==> src/rtl/bsd_pkg.sv <==
// shared constants, types and register map for the box signed distance core
// no dependencies
package bsd_pkg;

    localparam int FRAC_BITS  = 8;
    localparam int NUM_AXES   = 3;
    localparam int COORD_W    = 16;
    localparam int HALF_W     = 15;
    localparam int DIFF_W     = COORD_W + 1;
    localparam int MAG_W      = COORD_W;
    localparam int EXC_W      = COORD_W + 2;
    localparam int SQR_W      = 2 * MAG_W;
    localparam int SUM_W      = SQR_W + 2;
    localparam int ROOT_W     = SUM_W / 2;
    localparam int TRIAL_W    = SUM_W + 1;
    localparam int DIST_W     = EXC_W;
    localparam int SQRT_STAGES = ROOT_W;

    localparam int APB_DATA_W = 32;
    localparam int PADDR_W    = 5;
    localparam int REG_IDX_W  = 3;

    localparam logic [HALF_W-1:0] HALF_RESET = HALF_W'(1 << FRAC_BITS);

    localparam logic [REG_IDX_W-1:0] REG_CENTER_X = 3'd0;
    localparam logic [REG_IDX_W-1:0] REG_CENTER_Y = 3'd1;
    localparam logic [REG_IDX_W-1:0] REG_CENTER_Z = 3'd2;
    localparam logic [REG_IDX_W-1:0] REG_HALF_X   = 3'd3;
    localparam logic [REG_IDX_W-1:0] REG_HALF_Y   = 3'd4;
    localparam logic [REG_IDX_W-1:0] REG_HALF_Z   = 3'd5;

    typedef struct packed {
        logic [NUM_AXES-1:0][COORD_W-1:0] center;
        logic [NUM_AXES-1:0][HALF_W-1:0]  half;
    } bsd_cfg_t;

    typedef struct packed {
        logic [SUM_W-1:0]        sum;
        logic signed [EXC_W-1:0] mx;
        logic                    outside;
    } bsd_front_t;

    typedef struct packed {
        logic [SUM_W-1:0]        rem;
        logic [ROOT_W-1:0]       root;
        logic signed [EXC_W-1:0] mx;
        logic                    outside;
    } bsd_sqrt_t;

endpackage

==> src/rtl/bsd_regs.sv <==
// apb register file for box centre and half extents
// depends on bsd_pkg
module bsd_regs
    import bsd_pkg::*;
(
    input  logic                  clk,
    input  logic                  rst_n,
    input  logic                  psel,
    input  logic                  penable,
    input  logic                  pwrite,
    input  logic [PADDR_W-1:0]    paddr,
    input  logic [APB_DATA_W-1:0] pwdata,
    output logic [APB_DATA_W-1:0] prdata,
    output logic                  pready,
    output bsd_cfg_t              cfg
);

    bsd_cfg_t              cfg_reg;
    logic [REG_IDX_W-1:0]  reg_idx;
    logic                  wr_en;

    assign reg_idx = paddr[PADDR_W-1:2];
    assign wr_en   = psel && penable && pwrite;
    assign pready  = 1'b1;
    assign cfg     = cfg_reg;

    always_ff @(posedge clk or negedge rst_n)
    begin
        if (!rst_n)
        begin
            for (int a = 0; a < NUM_AXES; a++)
            begin
                cfg_reg.center[a] <= '0;
                cfg_reg.half[a]   <= HALF_RESET;
            end
        end
        else if (wr_en)
        begin
            unique case (reg_idx)
                REG_CENTER_X: cfg_reg.center[0] <= pwdata[COORD_W-1:0];
                REG_CENTER_Y: cfg_reg.center[1] <= pwdata[COORD_W-1:0];
                REG_CENTER_Z: cfg_reg.center[2] <= pwdata[COORD_W-1:0];
                REG_HALF_X:   cfg_reg.half[0]   <= pwdata[HALF_W-1:0];
                REG_HALF_Y:   cfg_reg.half[1]   <= pwdata[HALF_W-1:0];
                REG_HALF_Z:   cfg_reg.half[2]   <= pwdata[HALF_W-1:0];
                default: ;
            endcase
        end
    end

    always_comb
    begin
        unique case (reg_idx)
            REG_CENTER_X: prdata = APB_DATA_W'($signed(cfg_reg.center[0]));
            REG_CENTER_Y: prdata = APB_DATA_W'($signed(cfg_reg.center[1]));
            REG_CENTER_Z: prdata = APB_DATA_W'($signed(cfg_reg.center[2]));
            REG_HALF_X:   prdata = APB_DATA_W'(cfg_reg.half[0]);
            REG_HALF_Y:   prdata = APB_DATA_W'(cfg_reg.half[1]);
            REG_HALF_Z:   prdata = APB_DATA_W'(cfg_reg.half[2]);
            default:      prdata = '0;
        endcase
    end

endmodule

==> src/rtl/bsd_front.sv <==
// four-stage front end: offset, axis excess, squares and max, sum of squares
// depends on bsd_pkg
module bsd_front
    import bsd_pkg::*;
(
    input  logic                               clk,
    input  logic                               rst_n,
    input  bsd_cfg_t                           cfg,
    input  logic                               in_valid,
    output logic                               in_stall,
    input  logic [NUM_AXES-1:0][COORD_W-1:0]   in_point,
    output logic                               out_valid,
    input  logic                               out_stall,
    output bsd_front_t                         out_data
);

    logic [3:0] v_reg;
    logic [4:0] stall_chain;

    logic signed [DIFF_W-1:0] diff_reg [NUM_AXES];
    logic signed [EXC_W-1:0]  exc_reg  [NUM_AXES];
    logic [SQR_W-1:0]         sq_reg   [NUM_AXES];
    logic signed [EXC_W-1:0]  mx3_reg;
    bsd_front_t               res_reg;

    logic signed [DIFF_W-1:0] diff_next [NUM_AXES];
    logic signed [EXC_W-1:0]  exc_next  [NUM_AXES];
    logic [SQR_W-1:0]         sq_next   [NUM_AXES];
    logic signed [EXC_W-1:0]  mx3_next;
    bsd_front_t               res_next;
    logic [MAG_W-1:0]         mag [NUM_AXES];
    logic [MAG_W-1:0]         pos [NUM_AXES];
    logic signed [EXC_W-1:0]  mx01;

    assign stall_chain[4] = out_stall;
    assign stall_chain[3] = v_reg[3] && stall_chain[4];
    assign stall_chain[2] = v_reg[2] && stall_chain[3];
    assign stall_chain[1] = v_reg[1] && stall_chain[2];
    assign stall_chain[0] = v_reg[0] && stall_chain[1];
    assign in_stall  = stall_chain[0];
    assign out_valid = v_reg[3];
    assign out_data  = res_reg;

    always_comb
    begin
        for (int a = 0; a < NUM_AXES; a++)
        begin
            diff_next[a] = DIFF_W'($signed(in_point[a])) - DIFF_W'($signed(cfg.center[a]));
            mag[a] = diff_reg[a][DIFF_W-1] ? MAG_W'(-diff_reg[a]) : MAG_W'(diff_reg[a]);
            exc_next[a] = $signed({2'b00, mag[a]}) - $signed({3'b000, cfg.half[a]});
            pos[a] = (exc_reg[a] > 0) ? exc_reg[a][MAG_W-1:0] : '0;
            sq_next[a] = pos[a] * pos[a];
        end
        mx01     = (exc_reg[1] > exc_reg[0]) ? exc_reg[1] : exc_reg[0];
        mx3_next = (exc_reg[2] > mx01) ? exc_reg[2] : mx01;
        res_next.sum = SUM_W'(sq_reg[0]) + SUM_W'(sq_reg[1]) + SUM_W'(sq_reg[2]);
        res_next.mx  = mx3_reg;
        res_next.outside = (mx3_reg > 0);
    end

    always_ff @(posedge clk or negedge rst_n)
    begin
        if (!rst_n)
        begin
            v_reg <= '0;
        end
        else
        begin
            if (!stall_chain[0])
            begin
                v_reg[0] <= in_valid;
            end
            if (!stall_chain[1])
            begin
                v_reg[1] <= v_reg[0];
            end
            if (!stall_chain[2])
            begin
                v_reg[2] <= v_reg[1];
            end
            if (!stall_chain[3])
            begin
                v_reg[3] <= v_reg[2];
            end
        end
    end

    always_ff @(posedge clk)
    begin
        if (!stall_chain[0])
        begin
            diff_reg <= diff_next;
        end
        if (!stall_chain[1])
        begin
            exc_reg <= exc_next;
        end
        if (!stall_chain[2])
        begin
            sq_reg  <= sq_next;
            mx3_reg <= mx3_next;
        end
        if (!stall_chain[3])
        begin
            res_reg <= res_next;
        end
    end

    // the sum is non-zero exactly when some axis lies outside
    a_outside_sum: assert property (@(posedge clk) disable iff (!rst_n)
        v_reg[3] |-> (res_reg.outside == (res_reg.sum != '0)))
        else $error("outside flag disagrees with sum of squares");

endmodule

==> src/rtl/bsd_sqrt.sv <==
// pipelined floor square root, one root bit per stage
// depends on bsd_pkg
module bsd_sqrt
    import bsd_pkg::*;
(
    input  logic       clk,
    input  logic       rst_n,
    input  logic       in_valid,
    output logic       in_stall,
    input  bsd_front_t in_data,
    output logic       out_valid,
    input  logic       out_stall,
    output bsd_sqrt_t  out_data
);

    logic [SQRT_STAGES-1:0] v_reg;
    logic [SQRT_STAGES:0]   stall_chain;
    bsd_sqrt_t              stg_reg [SQRT_STAGES];
    bsd_sqrt_t              src     [SQRT_STAGES];
    logic [SQRT_STAGES-1:0] src_v;

    assign stall_chain[SQRT_STAGES] = out_stall;
    assign in_stall  = stall_chain[0];
    assign out_valid = v_reg[SQRT_STAGES-1];
    assign out_data  = stg_reg[SQRT_STAGES-1];

    assign src[0].rem     = in_data.sum;
    assign src[0].root    = '0;
    assign src[0].mx      = in_data.mx;
    assign src[0].outside = in_data.outside;
    assign src_v[0]       = in_valid;

    for (genvar k = 0; k < SQRT_STAGES; k++)
    begin : g_stage
        localparam int BIT = ROOT_W - 1 - k;

        logic [TRIAL_W-1:0] trial;
        logic               take;
        bsd_sqrt_t          stg_next;

        if (k > 0)
        begin : g_link
            assign src[k]   = stg_reg[k-1];
            assign src_v[k] = v_reg[k-1];
        end

        assign stall_chain[k] = v_reg[k] && stall_chain[k+1];

        always_comb
        begin
            trial = (TRIAL_W'(src[k].root) << (BIT + 1)) | (TRIAL_W'(1) << (2 * BIT));
            take  = (TRIAL_W'(src[k].rem) >= trial);
            stg_next = src[k];
            if (take)
            begin
                stg_next.rem  = src[k].rem - SUM_W'(trial);
                stg_next.root = src[k].root | (ROOT_W'(1) << BIT);
            end
        end

        always_ff @(posedge clk or negedge rst_n)
        begin
            if (!rst_n)
            begin
                v_reg[k] <= 1'b0;
            end
            else if (!stall_chain[k])
            begin
                v_reg[k] <= src_v[k];
            end
        end

        always_ff @(posedge clk)
        begin
            if (!stall_chain[k])
            begin
                stg_reg[k] <= stg_next;
            end
        end
    end

    // floor root: remainder never exceeds twice the root
    a_root_floor: assert property (@(posedge clk) disable iff (!rst_n)
        v_reg[SQRT_STAGES-1] |->
            (stg_reg[SQRT_STAGES-1].rem <= (SUM_W'(stg_reg[SQRT_STAGES-1].root) << 1)))
        else $error("square root remainder out of range");

    // an inside item reaches the end with nothing left to root
    a_inside_zero: assert property (@(posedge clk) disable iff (!rst_n)
        (v_reg[SQRT_STAGES-1] && !stg_reg[SQRT_STAGES-1].outside) |->
            (stg_reg[SQRT_STAGES-1].root == '0))
        else $error("inside item carries a non-zero root");

endmodule

==> src/rtl/box_signed_distance_core.sv <==
// top level of the box signed distance core: registers, front end, root, output register
// depends on bsd_pkg, bsd_regs, bsd_front, bsd_sqrt
//
// channel   direction  handshake                   payload
// point     in         point_valid / point_stall   point_x, point_y, point_z
// distance  out        distance_valid / distance_stall  distance
// apb       in/out     psel, penable, pready       paddr, pwdata, prdata
//
// one item per cycle sustained while distance_stall stays low
// each item passes the 4 front stages, 17 root-bit stages and the output register
// reset clears all valid bits and loads centre 0 and half extent 1.0 on every axis
// a stall only holds stages that carry an item, so empty stages keep filling
module box_signed_distance_core
    import bsd_pkg::*;
(
    input  logic                  clk,
    input  logic                  rst_n,
    input  logic                  psel,
    input  logic                  penable,
    input  logic                  pwrite,
    input  logic [PADDR_W-1:0]    paddr,
    input  logic [APB_DATA_W-1:0] pwdata,
    output logic [APB_DATA_W-1:0] prdata,
    output logic                  pready,
    input  logic                  point_valid,
    output logic                  point_stall,
    input  logic [COORD_W-1:0]    point_x,
    input  logic [COORD_W-1:0]    point_y,
    input  logic [COORD_W-1:0]    point_z,
    output logic                  distance_valid,
    input  logic                  distance_stall,
    output logic [DIST_W-1:0]     distance
);

    bsd_cfg_t                       cfg;
    logic [NUM_AXES-1:0][COORD_W-1:0] point;
    logic                           front_valid;
    logic                           front_stall;
    bsd_front_t                     front_data;
    logic                           root_valid;
    logic                           root_stall;
    bsd_sqrt_t                      root_data;
    logic                           dist_valid_reg;
    logic [DIST_W-1:0]              dist_reg;
    logic [DIST_W-1:0]              dist_next;
    logic                           out_hold;

    assign point[0] = point_x;
    assign point[1] = point_y;
    assign point[2] = point_z;

    bsd_regs u_regs (
        .clk     (clk),
        .rst_n   (rst_n),
        .psel    (psel),
        .penable (penable),
        .pwrite  (pwrite),
        .paddr   (paddr),
        .pwdata  (pwdata),
        .prdata  (prdata),
        .pready  (pready),
        .cfg     (cfg)
    );

    bsd_front u_front (
        .clk       (clk),
        .rst_n     (rst_n),
        .cfg       (cfg),
        .in_valid  (point_valid),
        .in_stall  (point_stall),
        .in_point  (point),
        .out_valid (front_valid),
        .out_stall (front_stall),
        .out_data  (front_data)
    );

    bsd_sqrt u_sqrt (
        .clk       (clk),
        .rst_n     (rst_n),
        .in_valid  (front_valid),
        .in_stall  (front_stall),
        .in_data   (front_data),
        .out_valid (root_valid),
        .out_stall (root_stall),
        .out_data  (root_data)
    );

    assign out_hold   = dist_valid_reg && distance_stall;
    assign root_stall = out_hold;
    assign dist_next  = root_data.outside ? DIST_W'(root_data.root) : DIST_W'(root_data.mx);

    always_ff @(posedge clk or negedge rst_n)
    begin
        if (!rst_n)
        begin
            dist_valid_reg <= 1'b0;
        end
        else if (!out_hold)
        begin
            dist_valid_reg <= root_valid;
        end
    end

    always_ff @(posedge clk)
    begin
        if (!out_hold)
        begin
            dist_reg <= dist_next;
        end
    end

    assign distance_valid = dist_valid_reg;
    assign distance       = dist_reg;

    // with the output free the whole pipe moves, so no item is refused
    a_no_refuse: assert property (@(posedge clk) disable iff (!rst_n)
        !out_hold |-> !point_stall)
        else $error("input stalled while the output is free");

    // a held result keeps its value until taken
    a_hold_keeps: assert property (@(posedge clk) disable iff (!rst_n)
        $past(out_hold) |-> (dist_valid_reg && $stable(dist_reg)))
        else $error("held item changed");

endmodule
==> config.mk <==
export PLATFORM = sky130hd
export DESIGN_NAME = box_signed_distance_core
export DESIGN_NICKNAME = d
export VERILOG_FILES = /design/src/rtl/bsd_pkg.sv /design/src/rtl/bsd_regs.sv /design/src/rtl/bsd_front.sv /design/src/rtl/bsd_sqrt.sv /design/src/rtl/box_signed_distance_core.sv
export SDC_FILE = /design/constraint.sdc
export NUM_CORES = 2
export LEC_CHECK = 0
export BUFFER_PORTS_ARGS = -buffer_cell sky130_fd_sc_hd__buf_2
export CELL_PAD_IN_SITES_DETAIL_PLACEMENT = 1
export CELL_PAD_IN_SITES_GLOBAL_PLACEMENT = 2
export CORE_MARGIN = 2
export CORE_UTILIZATION = 49
export CTS_BUF_LIST = sky130_fd_sc_hd__clkbuf_2 sky130_fd_sc_hd__clkbuf_4 sky130_fd_sc_hd__clkbuf_8
export DETAILED_ROUTE_END_ITERATION = 16
export PLACE_DENSITY = 0.89
export SLEW_MARGIN = 30
export SYNTH_ARGS = -nofsm -noshare
export SYNTH_HDL_FRONTEND = slang
export SYNTH_SLANG_ARGS = --single-unit
==> constraint.sdc <==
create_clock -name clk -period 19.6 [get_ports clk]
set_input_delay 0 -clock clk [delete_from_list [all_inputs] [get_ports clk]]
set_output_delay 0 -clock clk [all_outputs]
set_load 0.02 [all_outputs]
==> results.toml <==
[status]
status = "completed"

[grt]
grt_pass1_wl_um = 350000
grt_antenna_before_repair = 3
gr-usage-all-layers_pct = 25.1
grt_pass1_vias = 62800
grt_max_degree = 73
overflow = 0

[logic_synthesis]
syn_nets = 8540
synthCells = 7306
ys_seq_area_share_pct = 48.3
syn_area_per_cell_um2 = 11.8
synth_cell_types = 91
synth-warning-count = 0
ys.flop_type = "edfxtp_1"
async_flop_share_pct = 8.21
syn_area_mm2 = 0.0859
synth-seq-cells = 1400
synth_edf_count = 1285

[drt]
drt_iter0_markers = 2829
first_pass_iters = 5
detail_route.wl_per_cell_um = 21.9
vias = 56300
antenna_left = 0
drt-total-wl_um = 224000
drc = 0
viasPerCell = 5.50

[placed_design]
pre_cts_ws_ns = 11.27
gp_congestion = 0.892
dpl.cell_count = 9668
dp_hpwl_um = 171000
portBuffers = 125

[setup_path]
start_kind = "flip-flop"
critPathBufInv = 6
crit_type = "reg -> reg"
arrival_ns = 8.96
cp_data_required_time_ns = 20.29
crit_slowest_cell = "edfxtp_1"
cpPeakStageDelay_ns = 0.85
rrSetupSlack_ns = 11.34
cp-end-kind = "flip-flop"
crit_fanout = 23
crit_path_frequent_cell = "fa_1"
cpLargestDelayFamily = "adder cells"

[timing]
fin_skew_ns = 0.100
finalCriticalPeriod_ns = 8.26
clock.fmax_ghz = 0.121
worst_slack_ns = 11.34
hold_violations = 0
slew_headroom_pct = 28.4
setup_tns_ns = 0
fin_crit_sh_pct = 42.2
rsz0062_at_grt = "no"
finalSetupViolCount = 0
tightest_slew_ns = 1.07
drv_slew = 0

[floorplanning]
core-area_mm2 = 0.174
die_w_um = 423
die_y_um = 423
start_util_pct = 49.4
die_area_mm2 = 0.179
rows = 153
ioPinCount = 145

[layout]
final_common_cell = "edfxtp_1"
num-fill-cells = 18100
seqCellArea_mm2 = 0.0415
fin_util_pct = 54.9
multiInputGateArea_mm2 = 0.0397
layout.cells.non_filler = 10200
nNetsFinal = 8948
final_cell_mix = "edfxtp_1 (1,285), inv_1 (1,094), ha_1 (649)"
drive_above_1_share_pct = 9.35
largest_reg_flops = 1003
areaGrowthSynthToFinish_pct = 11.3

[cts]
clock_path_buffers = 3
cts_setup_buffers = 0
path_clk_slew_ns = 0.06
cts_resized = 0
cts.sinks = 1400
ctsHtreeMaxLevel = 4
cts-buffers-inserted = 227
cts_root_buffer = "clkbuf_8"
clock_latency_ns = 1.02
ctsHoldBuffers = 141
tritoncts = "built"

[job]
cap_viol_max_count = 0

[worst_hold_path]
hold_class = "in -> reg"
layer usage:
layer  vias to the layer above  track usage [%]  wire length (um)
met5                         -                0                 0
met4                         0             13.0             12100
met3                       511             3.09              7470
li1                      26200                -                 -
met2                      1207             47.7            121000
met1                     28300             27.1             83300
per-stage QoR:
| step | hold WS [ns] | instance area, um2 |
|---|---|---|
| after floorplan | -0.296 | 85900 |
| after global placement | 0.0421 | 89400 |
| after detailed placement | 0.0425 | 89400 |
| after CTS | 0.0161 | 95600 |
| after global routing | 0.102 | 95600 |
| final | 0.121 | 95600 |
synthesized netlist by cell type (17+ instances only):
master / count / share of area (%)
nand2_1: 515 / 2.3
and2_1: 89 / 0.65
mux2i_1: 56 / 0.65
a21boi_0: 22 / 0.19
nor4_1: 94 / 0.68
edfxtp_1: 1285 / 45
nor2_1: 359 / 1.6
or4_1: 19 / 0.17
nor2b_1: 72 / 0.52
a31o_2: 17 / 0.17
and3_1: 93 / 0.68
nor3_1: 184 / 1.1
a211oi_1: 42 / 0.37
a21oi_1: 260 / 1.5
dfrtp_1: 112 / 3.3
or2_2: 21 / 0.15
fa_1: 493 / 11
o31ai_1: 46 / 0.40
ha_1: 649 / 9.5
nor4b_1: 19 / 0.19
nand4_1: 47 / 0.34
xnor2_1: 301 / 3.1
buf_4: 17 / 0.15
xor2_1: 165 / 1.7
o21a_1: 83 / 0.73
nand3_1: 81 / 0.47
nand2b_1: 89 / 0.65
a31oi_1: 19 / 0.14
inv_1: 1100 / 4.8
mux2_2: 75 / 0.98
o21bai_1: 21 / 0.18
a2111oi_0: 21 / 0.21
a21o_1: 123 / 1.1
o21ai_0: 293 / 1.7
clkbuf_1: 126 / 0.55
or3_1: 51 / 0.37
worst reg2reg max path: stages, from the launching register on:
cell	delay, ns
edfxtp_1	0.85
nor4_1	0.18
a41oi_1	0.27
buf_4	0.29
and2_1	0.27
inv_1	0.15
nor2_1	0.27
fa_1	0.48
fa_1	0.52
inv_1	0.06
fa_1	0.54
inv_1	0.05
fa_1	0.45
fa_1	0.49
inv_1	0.05
fa_1	0.48
inv_1	0.05
ha_1	0.35
a211o_1	0.32
a2111oi_0	0.46
or4_1	0.30
a21oi_1	0.11
or4_1	0.51
a31o_2	0.25
a21oi_1	0.17
xnor2_1	0.09
final timing paths:
path / startpoint / to / cells past startpoint
max reg2reg: u_front.exc_reg[11] / u_front.sq_reg[31] / 25
min in group asynchronous: rst_n / u_regs.cfg[43] / 4
min: point_z[1] / u_front.diff_reg[1] / 5
max: u_front.exc_reg[11] / u_front.sq_reg[31] / 25
min reg2reg: u_sqrt.stg_reg[0][15] / u_sqrt.stg_reg[0][85] / 0
max in group asynchronous: rst_n / u_sqrt.src_v[1] / 4
kinds of logic (layout without fill, tap and decap cells):
kind of cell	Yosys count	in the layout	synth area share, %
simple gates	1792	1792	10.4
flops	1400	1400	48.3
buf+inv	1264	1863	5.64
fa+ha+maj	1142	1142	20.9
compound gates	1105	1105	8.24
xor+xnor	466	466	4.75
mux	136	136	1.75
other cells	1	3	0.00437
layout make-up:
class                           instances  share of cell area [%]
Clock buffer                          307                    3.99
Multi-Input combinational cell       4642                    41.5
Timing Repair Buffer                  338                    2.74
Sequential cell                      1400                    43.4
Tap cell                             2325                    3.04
Clock inverter                        113                   0.964
Inverter                             1105                    4.35
Antenna cell                            2                 0.00523
Power is not shown: default switching activity piles up to over one toggle a cycle in this logic, so the estimate is an artifact.
